`config.mk`:
```
export PLATFORM = sky130hd
export DESIGN_NAME = dining_philosophers_fork_arbiter
export DESIGN_NICKNAME = d
export VERILOG_FILES = /design/src/dpfa_pkg.sv /design/src/dpfa_ram.sv /design/src/dpfa_datapath.sv /design/src/dpfa_ctrl.sv /design/src/dining_philosophers_fork_arbiter.sv
export SDC_FILE = /design/constraint.sdc
export NUM_CORES = 1
export LEC_CHECK = 0
export ABC_AREA = 1
export BUFFER_PORTS_ARGS = -buffer_cell sky130_fd_sc_hd__buf_4
export CAP_MARGIN = 20
export CORE_UTILIZATION = 30
export CTS_CLUSTER_DIAMETER = 100
export DETAILED_ROUTE_END_ITERATION = 16
export GPL_TIMING_DRIVEN = 0
export SYNTH_ARGS = -nofsm -noshare
export SYNTH_HDL_FRONTEND = slang
export SYNTH_HIERARCHICAL = 1
export SYNTH_SLANG_ARGS = --single-unit
export TNS_END_PERCENT = 10
```
`constraint.sdc`:
```
create_clock -name aclk -period 3.16 [get_ports aclk]
set_clock_uncertainty 0.2 [all_clocks]
set_input_delay 0.316 -clock aclk [delete_from_list [all_inputs] [get_ports aclk]]
set_output_delay 0.316 -clock aclk [all_outputs]
set_load 0.005 [all_outputs]
```
`src/dpfa_pkg.sv`:
```
// Shared types, constants and neighbor helpers of the ring fork arbiter.
`timescale 1ns / 1ps

package dpfa_pkg;

    localparam int MAX_MEMBERS_DEF = 8;
    localparam int RING_SIZE_W     = 4;
    localparam int MEMBER_W        = 3;
    localparam int IDX_W           = RING_SIZE_W;   // neighbor index, below ring size
    localparam int ST_W            = 2;

    localparam logic [RING_SIZE_W-1:0] RING_SIZE_RESET = 4'd5;

    // member state codes
    localparam logic [ST_W-1:0] ST_THINKING = 2'd0;
    localparam logic [ST_W-1:0] ST_HUNGRY   = 2'd1;
    localparam logic [ST_W-1:0] ST_EATING   = 2'd2;

    // controller to datapath
    typedef struct packed {
        logic accept;       // latch the incoming request
        logic write_self;   // write hungry/thinking for the requester
        logic issue_t;      // pick the tested member, read it
        logic issue_l;      // capture tested state, read its left neighbor
        logic issue_r;      // capture left state, read the tested member's right neighbor
        logic decide;       // right state on read port, grant test
        logic phase;        // 0: first test, 1: second test of a release
        logic load_out;     // move result into the output register
    } dpfa_cmd_t;

    // datapath to controller
    typedef struct packed {
        logic bad;          // member not below effective ring size
        logic kind;         // 1: release
        logic out_free;     // output register can take a result
    } dpfa_status_t;

    function automatic logic [IDX_W-1:0] nbr_left(input logic [IDX_W-1:0] idx,
                                                  input logic [IDX_W-1:0] n);
        return (idx == '0) ? n - IDX_W'(1) : idx - IDX_W'(1);
    endfunction

    function automatic logic [IDX_W-1:0] nbr_right(input logic [IDX_W-1:0] idx,
                                                   input logic [IDX_W-1:0] n);
        logic [IDX_W-1:0] inc;
        inc = idx + IDX_W'(1);
        return (inc == n) ? '0 : inc;
    endfunction

endpackage

```
`src/dpfa_ram.sv`:
```
// Generic single-write, single-read RAM with registered read data.
`timescale 1ns / 1ps

module dpfa_ram #(
    parameter int WIDTH = 2,
    parameter int DEPTH = 8
) (
    input  logic                     aclk,
    input  logic                     wr_en,
    input  logic [$clog2(DEPTH)-1:0] wr_addr,
    input  logic [WIDTH-1:0]         wr_data,
    input  logic [$clog2(DEPTH)-1:0] rd_addr,
    output logic [WIDTH-1:0]         rd_data
);

    logic [WIDTH-1:0] mem_reg [DEPTH];
    logic [WIDTH-1:0] rd_data_reg;

    always_ff @(posedge aclk) begin
        if (wr_en) begin
            mem_reg[wr_addr] <= wr_data;
        end
        rd_data_reg <= mem_reg[rd_addr];
    end

    assign rd_data = rd_data_reg;

endmodule

```
`src/dpfa_datapath.sv`:
```
// Datapath: ring size register, state memory, neighbor math, grant test, output register.
`timescale 1ns / 1ps

module dpfa_datapath #(
    parameter int MAX_MEMBERS = dpfa_pkg::MAX_MEMBERS_DEF
) (
    input  logic                             aclk,
    input  logic                             aresetn,
    input  logic                             cfg_wr_en,
    input  logic [dpfa_pkg::RING_SIZE_W-1:0] cfg_wr_data,
    input  logic                             in_kind,
    input  logic [dpfa_pkg::MEMBER_W-1:0]    in_member,
    input  dpfa_pkg::dpfa_cmd_t              cmd,
    output dpfa_pkg::dpfa_status_t           sts,
    output logic                             m_tvalid,
    input  logic                             m_tready,
    output logic [7:0]                       m_tdata,
    output logic [0:0]                       m_tuser
);

    import dpfa_pkg::*;

    localparam int AW   = $clog2(MAX_MEMBERS);
    localparam int XW   = (AW > IDX_W) ? AW : IDX_W;
    localparam int CW   = $clog2(MAX_MEMBERS + 1);
    localparam int CMPW = (CW > RING_SIZE_W) ? CW : RING_SIZE_W;

    function automatic logic [AW-1:0] to_addr(input logic [IDX_W-1:0] idx);
        logic [XW-1:0] wide;
        wide = XW'(idx);
        return wide[AW-1:0];
    endfunction

    logic [RING_SIZE_W-1:0] ring_size_reg;
    logic                   kind_reg;
    logic [MEMBER_W-1:0]    member_reg;
    logic [IDX_W-1:0]       t_reg;
    logic [ST_W-1:0]        st_reg, sl_reg;
    logic                   fgv_reg, sgv_reg;
    logic [MEMBER_W-1:0]    fg_reg, sg_reg;
    logic                   m_tvalid_reg;
    logic [7:0]             m_tdata_reg;
    logic                   m_tuser_reg;
    logic [MAX_MEMBERS-1:0] valid_reg;
    logic                   rd_vld_reg;

    logic [IDX_W-1:0] n, m_idx, left_m, right_m, target, left_t, right_t;
    logic [AW-1:0]    rd_addr, wr_addr;
    logic [ST_W-1:0]  wr_data, rd_raw, rd_state;
    logic             wr_en, grant;

    // effective ring size saturates at the memory depth
    always_comb begin
        if (CMPW'(ring_size_reg) > CMPW'(MAX_MEMBERS)) begin
            n = RING_SIZE_W'(MAX_MEMBERS);
        end else begin
            n = ring_size_reg;
        end
    end

    assign m_idx   = IDX_W'(member_reg);
    assign left_m  = nbr_left(m_idx, n);
    assign right_m = nbr_right(m_idx, n);
    assign target  = cmd.phase ? right_m : (kind_reg ? left_m : m_idx);
    assign left_t  = nbr_left(t_reg, n);
    assign right_t = nbr_right(t_reg, n);

    always_comb begin
        rd_addr = '0;
        if (cmd.issue_t) begin
            rd_addr = to_addr(target);
        end else if (cmd.issue_l) begin
            rd_addr = to_addr(left_t);
        end else if (cmd.issue_r) begin
            rd_addr = to_addr(right_t);
        end
    end

    // never-written entries read as thinking
    assign rd_state = rd_vld_reg ? rd_raw : ST_THINKING;
    assign grant    = (st_reg == ST_HUNGRY) && (sl_reg != ST_EATING)
                      && (rd_state != ST_EATING);

    assign wr_en   = cmd.write_self || (cmd.decide && grant);
    assign wr_addr = cmd.write_self ? to_addr(m_idx) : to_addr(t_reg);
    assign wr_data = cmd.write_self ? (kind_reg ? ST_THINKING : ST_HUNGRY) : ST_EATING;

    dpfa_ram #(
        .WIDTH (ST_W),
        .DEPTH (MAX_MEMBERS)
    ) u_state_ram (
        .aclk    (aclk),
        .wr_en   (wr_en),
        .wr_addr (wr_addr),
        .wr_data (wr_data),
        .rd_addr (rd_addr),
        .rd_data (rd_raw)
    );

    always_ff @(posedge aclk) begin
        if (!aresetn) begin
            ring_size_reg <= RING_SIZE_RESET;
            valid_reg     <= '0;
            rd_vld_reg    <= 1'b0;
            m_tvalid_reg  <= 1'b0;
        end else begin
            if (cfg_wr_en) begin
                ring_size_reg <= cfg_wr_data;
            end
            if (wr_en) begin
                valid_reg[wr_addr] <= 1'b1;
            end
            rd_vld_reg <= valid_reg[rd_addr];
            if (cmd.load_out) begin
                m_tvalid_reg <= 1'b1;
            end else if (m_tready) begin
                m_tvalid_reg <= 1'b0;
            end
        end
    end

    always_ff @(posedge aclk) begin
        if (cmd.accept) begin
            kind_reg   <= in_kind;
            member_reg <= in_member;
            fgv_reg    <= 1'b0;
            fg_reg     <= '0;
            sgv_reg    <= 1'b0;
            sg_reg     <= '0;
        end
        if (cmd.issue_t) begin
            t_reg <= target;
        end
        if (cmd.issue_l) begin
            st_reg <= rd_state;
        end
        if (cmd.issue_r) begin
            sl_reg <= rd_state;
        end
        if (cmd.decide) begin
            if (cmd.phase) begin
                sgv_reg <= grant;
                sg_reg  <= t_reg[MEMBER_W-1:0];
            end else begin
                fgv_reg <= grant;
                fg_reg  <= t_reg[MEMBER_W-1:0];
            end
        end
        if (cmd.load_out) begin
            m_tdata_reg <= {sg_reg, sgv_reg, fg_reg, fgv_reg};
            m_tuser_reg <= sts.bad;
        end
    end

    assign sts.bad      = (m_idx >= n);
    assign sts.kind     = kind_reg;
    assign sts.out_free = !m_tvalid_reg || m_tready;

    assign m_tvalid   = m_tvalid_reg;
    assign m_tdata    = m_tdata_reg;
    assign m_tuser[0] = m_tuser_reg;

endmodule

```
`src/dpfa_ctrl.sv`:
```
// Controller: sequences the self update and up to two grant tests per request.
`timescale 1ns / 1ps

module dpfa_ctrl (
    input  logic                   aclk,
    input  logic                   aresetn,
    input  logic                   s_tvalid,
    output logic                   s_tready,
    input  dpfa_pkg::dpfa_status_t sts,
    output dpfa_pkg::dpfa_cmd_t    cmd
);

    import dpfa_pkg::*;

    typedef enum logic [2:0] {
        S_IDLE,
        S_SELF,
        S_RD_T,
        S_RD_L,
        S_RD_R,
        S_DECIDE,
        S_FINISH
    } state_t;

    state_t state_reg, state_next;
    logic   phase_reg, phase_next;

    always_comb begin
        state_next = state_reg;
        phase_next = phase_reg;
        unique case (state_reg)
            S_IDLE: begin
                if (s_tvalid) begin
                    state_next = S_SELF;
                    phase_next = 1'b0;
                end
            end
            S_SELF: begin
                state_next = sts.bad ? S_FINISH : S_RD_T;
            end
            S_RD_T:   state_next = S_RD_L;
            S_RD_L:   state_next = S_RD_R;
            S_RD_R:   state_next = S_DECIDE;
            S_DECIDE: begin
                if (sts.kind && !phase_reg) begin
                    phase_next = 1'b1;
                    state_next = S_RD_T;
                end else begin
                    state_next = S_FINISH;
                end
            end
            S_FINISH: begin
                if (sts.out_free) begin
                    state_next = S_IDLE;
                end
            end
            default:  state_next = S_IDLE;
        endcase
    end

    always_ff @(posedge aclk) begin
        if (!aresetn) begin
            state_reg <= S_IDLE;
            phase_reg <= 1'b0;
        end else begin
            state_reg <= state_next;
            phase_reg <= phase_next;
        end
    end

    assign s_tready       = (state_reg == S_IDLE);
    assign cmd.accept     = (state_reg == S_IDLE) && s_tvalid;
    assign cmd.write_self = (state_reg == S_SELF) && !sts.bad;
    assign cmd.issue_t    = (state_reg == S_RD_T);
    assign cmd.issue_l    = (state_reg == S_RD_L);
    assign cmd.issue_r    = (state_reg == S_RD_R);
    assign cmd.decide     = (state_reg == S_DECIDE);
    assign cmd.phase      = phase_reg;
    assign cmd.load_out   = (state_reg == S_FINISH) && sts.out_free;

endmodule

```
`src/dining_philosophers_fork_arbiter.sv`:
```
// Top level of the ring fork arbiter: stream ports, controller and datapath.
`timescale 1ns / 1ps
// Each request: self update, one grant test (hungry) or two (release), none for a
// bad member, then the finish step, which loads the output register once it is
// free. One request is in flight at a time; each grant test makes three reads
// through the one registered read port of the state RAM. A pending output result
// does not stop the next request from being taken. Synchronous active-low reset:
// ring size 5, every member thinking (per-entry valid bits), no clearing pass.

module dining_philosophers_fork_arbiter #(
    parameter int MAX_MEMBERS = dpfa_pkg::MAX_MEMBERS_DEF
) (
    input  logic                             aclk,
    input  logic                             aresetn,
    // ring size register
    input  logic                             cfg_wr_en,
    input  logic [dpfa_pkg::RING_SIZE_W-1:0] cfg_wr_data,
    // event request
    input  logic                             s_tvalid,
    output logic                             s_tready,
    input  logic [7:0]                       s_tdata,   // [2:0] member, [7:3] zero
    input  logic [0:0]                       s_tuser,   // [0] kind: 0 hungry, 1 release
    // grant result
    output logic                             m_tvalid,
    input  logic                             m_tready,
    output logic [7:0]                       m_tdata,   // [0] first_grant_valid,
                                                        // [3:1] first_grant,
                                                        // [4] second_grant_valid,
                                                        // [7:5] second_grant
    output logic [0:0]                       m_tuser    // [0] bad_member
);

    import dpfa_pkg::*;

    dpfa_cmd_t    cmd;
    dpfa_status_t sts;

    // controller: walks self update, then one or two neighbor tests
    dpfa_ctrl u_ctrl (
        .aclk     (aclk),
        .aresetn  (aresetn),
        .s_tvalid (s_tvalid),
        .s_tready (s_tready),
        .sts      (sts),
        .cmd      (cmd)
    );

    // datapath: state RAM, neighbor indices, grant compare, output register
    dpfa_datapath #(
        .MAX_MEMBERS (MAX_MEMBERS)
    ) u_datapath (
        .aclk        (aclk),
        .aresetn     (aresetn),
        .cfg_wr_en   (cfg_wr_en),
        .cfg_wr_data (cfg_wr_data),
        .in_kind     (s_tuser[0]),
        .in_member   (s_tdata[MEMBER_W-1:0]),
        .cmd         (cmd),
        .sts         (sts),
        .m_tvalid    (m_tvalid),
        .m_tready    (m_tready),
        .m_tdata     (m_tdata),
        .m_tuser     (m_tuser)
    );

    // one request at a time: ready drops right after a request is taken
    assert property (@(posedge aclk) disable iff (!aresetn)
        (s_tvalid && s_tready) |=> !s_tready)
        else $error("request taken while another is in flight");

    // a result is only loaded as the controller returns to idle
    assert property (@(posedge aclk) disable iff (!aresetn)
        $rose(m_tvalid) |-> s_tready)
        else $error("result loaded outside the finish step");

    // an ignored event carries no grants
    assert property (@(posedge aclk) disable iff (!aresetn)
        (m_tvalid && m_tuser[0]) |-> (m_tdata == 8'h00))
        else $error("bad member result carries grant data");

endmodule
```
==> flow_summary.toml <==
[worst_setup_path]
cp_slowest_cell = "dfxtp_2"
crit_family = "compound AO/OA/AOI/OAI gates"
worst-path-buf-inv = 4
critical_path_class = "reg -> reg"
crit_arrival_ns = 2.89
cpMostUsedCell = "inv_1"
cp_cell_sequence = "inv_4 > nand2_2 > ha_1 > a21boi_0 > o21ai_0 > a21oi_2 > nor3_4 > buf_4 > o21ai_2 > inv_1 > inv_1 > nand2_1 > nor2_2"
r2r_setup_slack_ns = 0.13
worst_setup_path_start_kind = "flop"
required_ns = 3.02
end_kind = "flop"
max_stage_delay_ns = 0.39
path_max_fanout = 8

[synth]
syn_area_um2 = 3350
synth_top_family_by_area = "simple AND/OR/NAND/NOR gates"
synth_cells = 410
synth_ff_type = "edfxtp_1"
yosysSeqAreaShare_pct = 49.8
synthMuxAreaShare_pct = 0
synth_compound_area_share_pct = 9.44
yosys_warnings = 6
synth-simple-area-share_pct = 26.4
synth_cell_types = 33
synth_seq_cells = 65
synth-xor-area-share_pct = 0.261
synth-edff-count = 37
synthAdderAreaFrac_pct = 3.36
syn_avg_cell_area_um2 = 8.18
synthesis.nets = 437
async_reset_ff_share_pct = 0

[power_and_ir_drop]
max-vdd-ir-drop_mv = 0.198
netSwitchingFraction_pct = 32.8
power.static_leakage_nw = 1.80
seq_power_share_pct = 44.6
p_per_area_nw_per_um2 = 549
p_sw_mw = 0.739
power_frac_clock_pct = 32.6
intPower_mw = 1.52
combPwrFrac_pct = 22.8

[placed_design]
portBuffers = 23
pre_cts_ws_ns = -0.869
placed_area_um2 = 3710
dpl.hpwl_um = 5280
gp_congestion = 0.887

[timing]
hold_viol = 0
slew_headroom_pct = 60.9
drv_slew = 0
fin_crit_ns = 3.03
finalCritPeriodShare_pct = 96.0
fin_ws_ns = 0.127
tns_ns = 0
fmax_mhz = 330
setup_viol = 0
tightest_slew_ns = 0.584

[layout]
layout_commonest_cell = "nand2_1"
drive_above_1_share_pct = 21.5
fill_cells = 1105
seqCellArea_um2 = 1670
largest_reg_flops = 16
nNetsFinal = 488
syn_to_final_growth_pct = 22.6
final_cell_mix = "92 x nand2_1, 67 x inv_1, 41 x nand3_1"
multi_input_comb_area_um2 = 1370
stdcell_area_um2 = 4110
utilization_pct = 37.8
n_antenna_cell = 0

[floorplan]
die_area_um2 = 11600
core_area_um2 = 10900
die_w_um = 108
die_h_um = 108
ios = 29
rows = 38
start_util_pct = 30.8

[clock_tree]
clockBufferDepth = 2
clock-root-buffer = "clkbuf_8"
path_clk_slew_ns = 0.09
cts_sinks = 65
insertion_delay_ns = 0.36
cts_made_buffers = 9
cts_tree = "done"
h-tree-depth = 3

[global_routing]
grt_pass1_wl_um = 12000
grt_antenna_before_repair = 0
grt_max_degree = 14
grt_pass1_vias = 2548
grt-ovfl-total = 0
grt_usage_pct = 13.7

[status]
outcome = "completed"

[detailed_routing]
drt_iter0_drc = 160
vias = 2823
avgRoutedWirePerCell_um = 12.1
wirelength_um = 7310
dr.pass1.iters = 5
ant_nets = 0
drc = 0
viasPerCell = 4.66

[job]
drv_cap = 0

[worst_hold_path]
hold_class = "in -> reg"
## path summary, 6_finish.rpt
check,from,cells past startpoint,endpoint
max,u_datapath/ring_size_reg[3],13,u_datapath/u_state_ram/mem_reg[0][1]
min,aresetn,3,u_ctrl/state_reg[2]
max reg2reg,u_datapath/ring_size_reg[3],13,u_datapath/u_state_ram/mem_reg[0][1]
min reg2reg,u_datapath/sg_reg[0],0,u_datapath/m_tdata[5]
## final cells by class
| class | count | share of cell area (%) |
|---|---|---|
| timing repair buffer | 40 | 7.91 |
| multi-input combinational | 256 | 33.4 |
| sequential | 65 | 40.7 |
| buffer | 6 | 1.00 |
| tap | 140 | 4.26 |
| clock buffer | 9 | 3.01 |
| inverter | 83 | 7.79 |
| clock inverter | 7 | 1.95 |
## power groups by stage
stage / Combinational (mW) / Sequential (mW) / Clock, mW
2_1_floorplan: 0.347 / 1.01 / 0
4_1_cts: 0.499 / 1.00 / 0.749
3_3_place_gp: 0.455 / 1.02 / 0
5_1_grt: 0.580 / 1.01 / 0.784
3_5_place_dp: 0.463 / 1.02 / 0
6_report: 0.515 / 1.01 / 0.734
## kinds of logic after synthesis
logic type      after synthesis
simple gates                191
buf+inv                      89
flops                        65
compound gates               55
fa+ha+maj                     9
xor+xnor                      1
## worst min-delay path, delay by kind of cell
family	cells	cell delay (ns)
buffers and inverters	2	0.18
and+or+nand+nor	1	0.06
## stage by stage
stage / total power, mW / std cells / hold slack [ns]
after floorplan: 1.36 / 410 / 0.209
after global placement: 1.48 / 573 / 0.221
after detailed placement: 1.49 / 574 / 0.223
after CTS: 2.25 / 604 / 0.0161
after global routing: 2.38 / 606 / 0.0405
final: 2.26 / 606 / 0.0283
## per-layer routing
layer | wire, um | track usage (%) | vias to the layer above
li1 | - | - | 1440
met1 | 3480 | 17.4 | 1300
met2 | 3390 | 21.7 | 70
met3 | 291 | 3.75 | 13
met4 | 147 | 5.87 | 0
met5 | 0 | 0 | -
## synth_stat cells, types with 8 or more instances
cell type   n  area (um2)
o21ai_0    24         120
edfxtp_1   37        1110
a21oi_1    16        80.1
nand2_2     8        50.1
nor2_1     24        90.1
nand4_1    12        75.1
nand2_1    92         345
inv_1      70         263
ha_1        9         113
inv_2      11        41.3
nand3_1    41         205
dfxtp_1    28         561
## timing repair
action	CTS	global route
gates resized for setup	11	9
setup endpoints to repair	32	24
hold buffers	11	0
endpoints found under the hold margin	7	0
setup buffers	3	2
pin swaps	1	1
(Power assumes the default switching activity.)
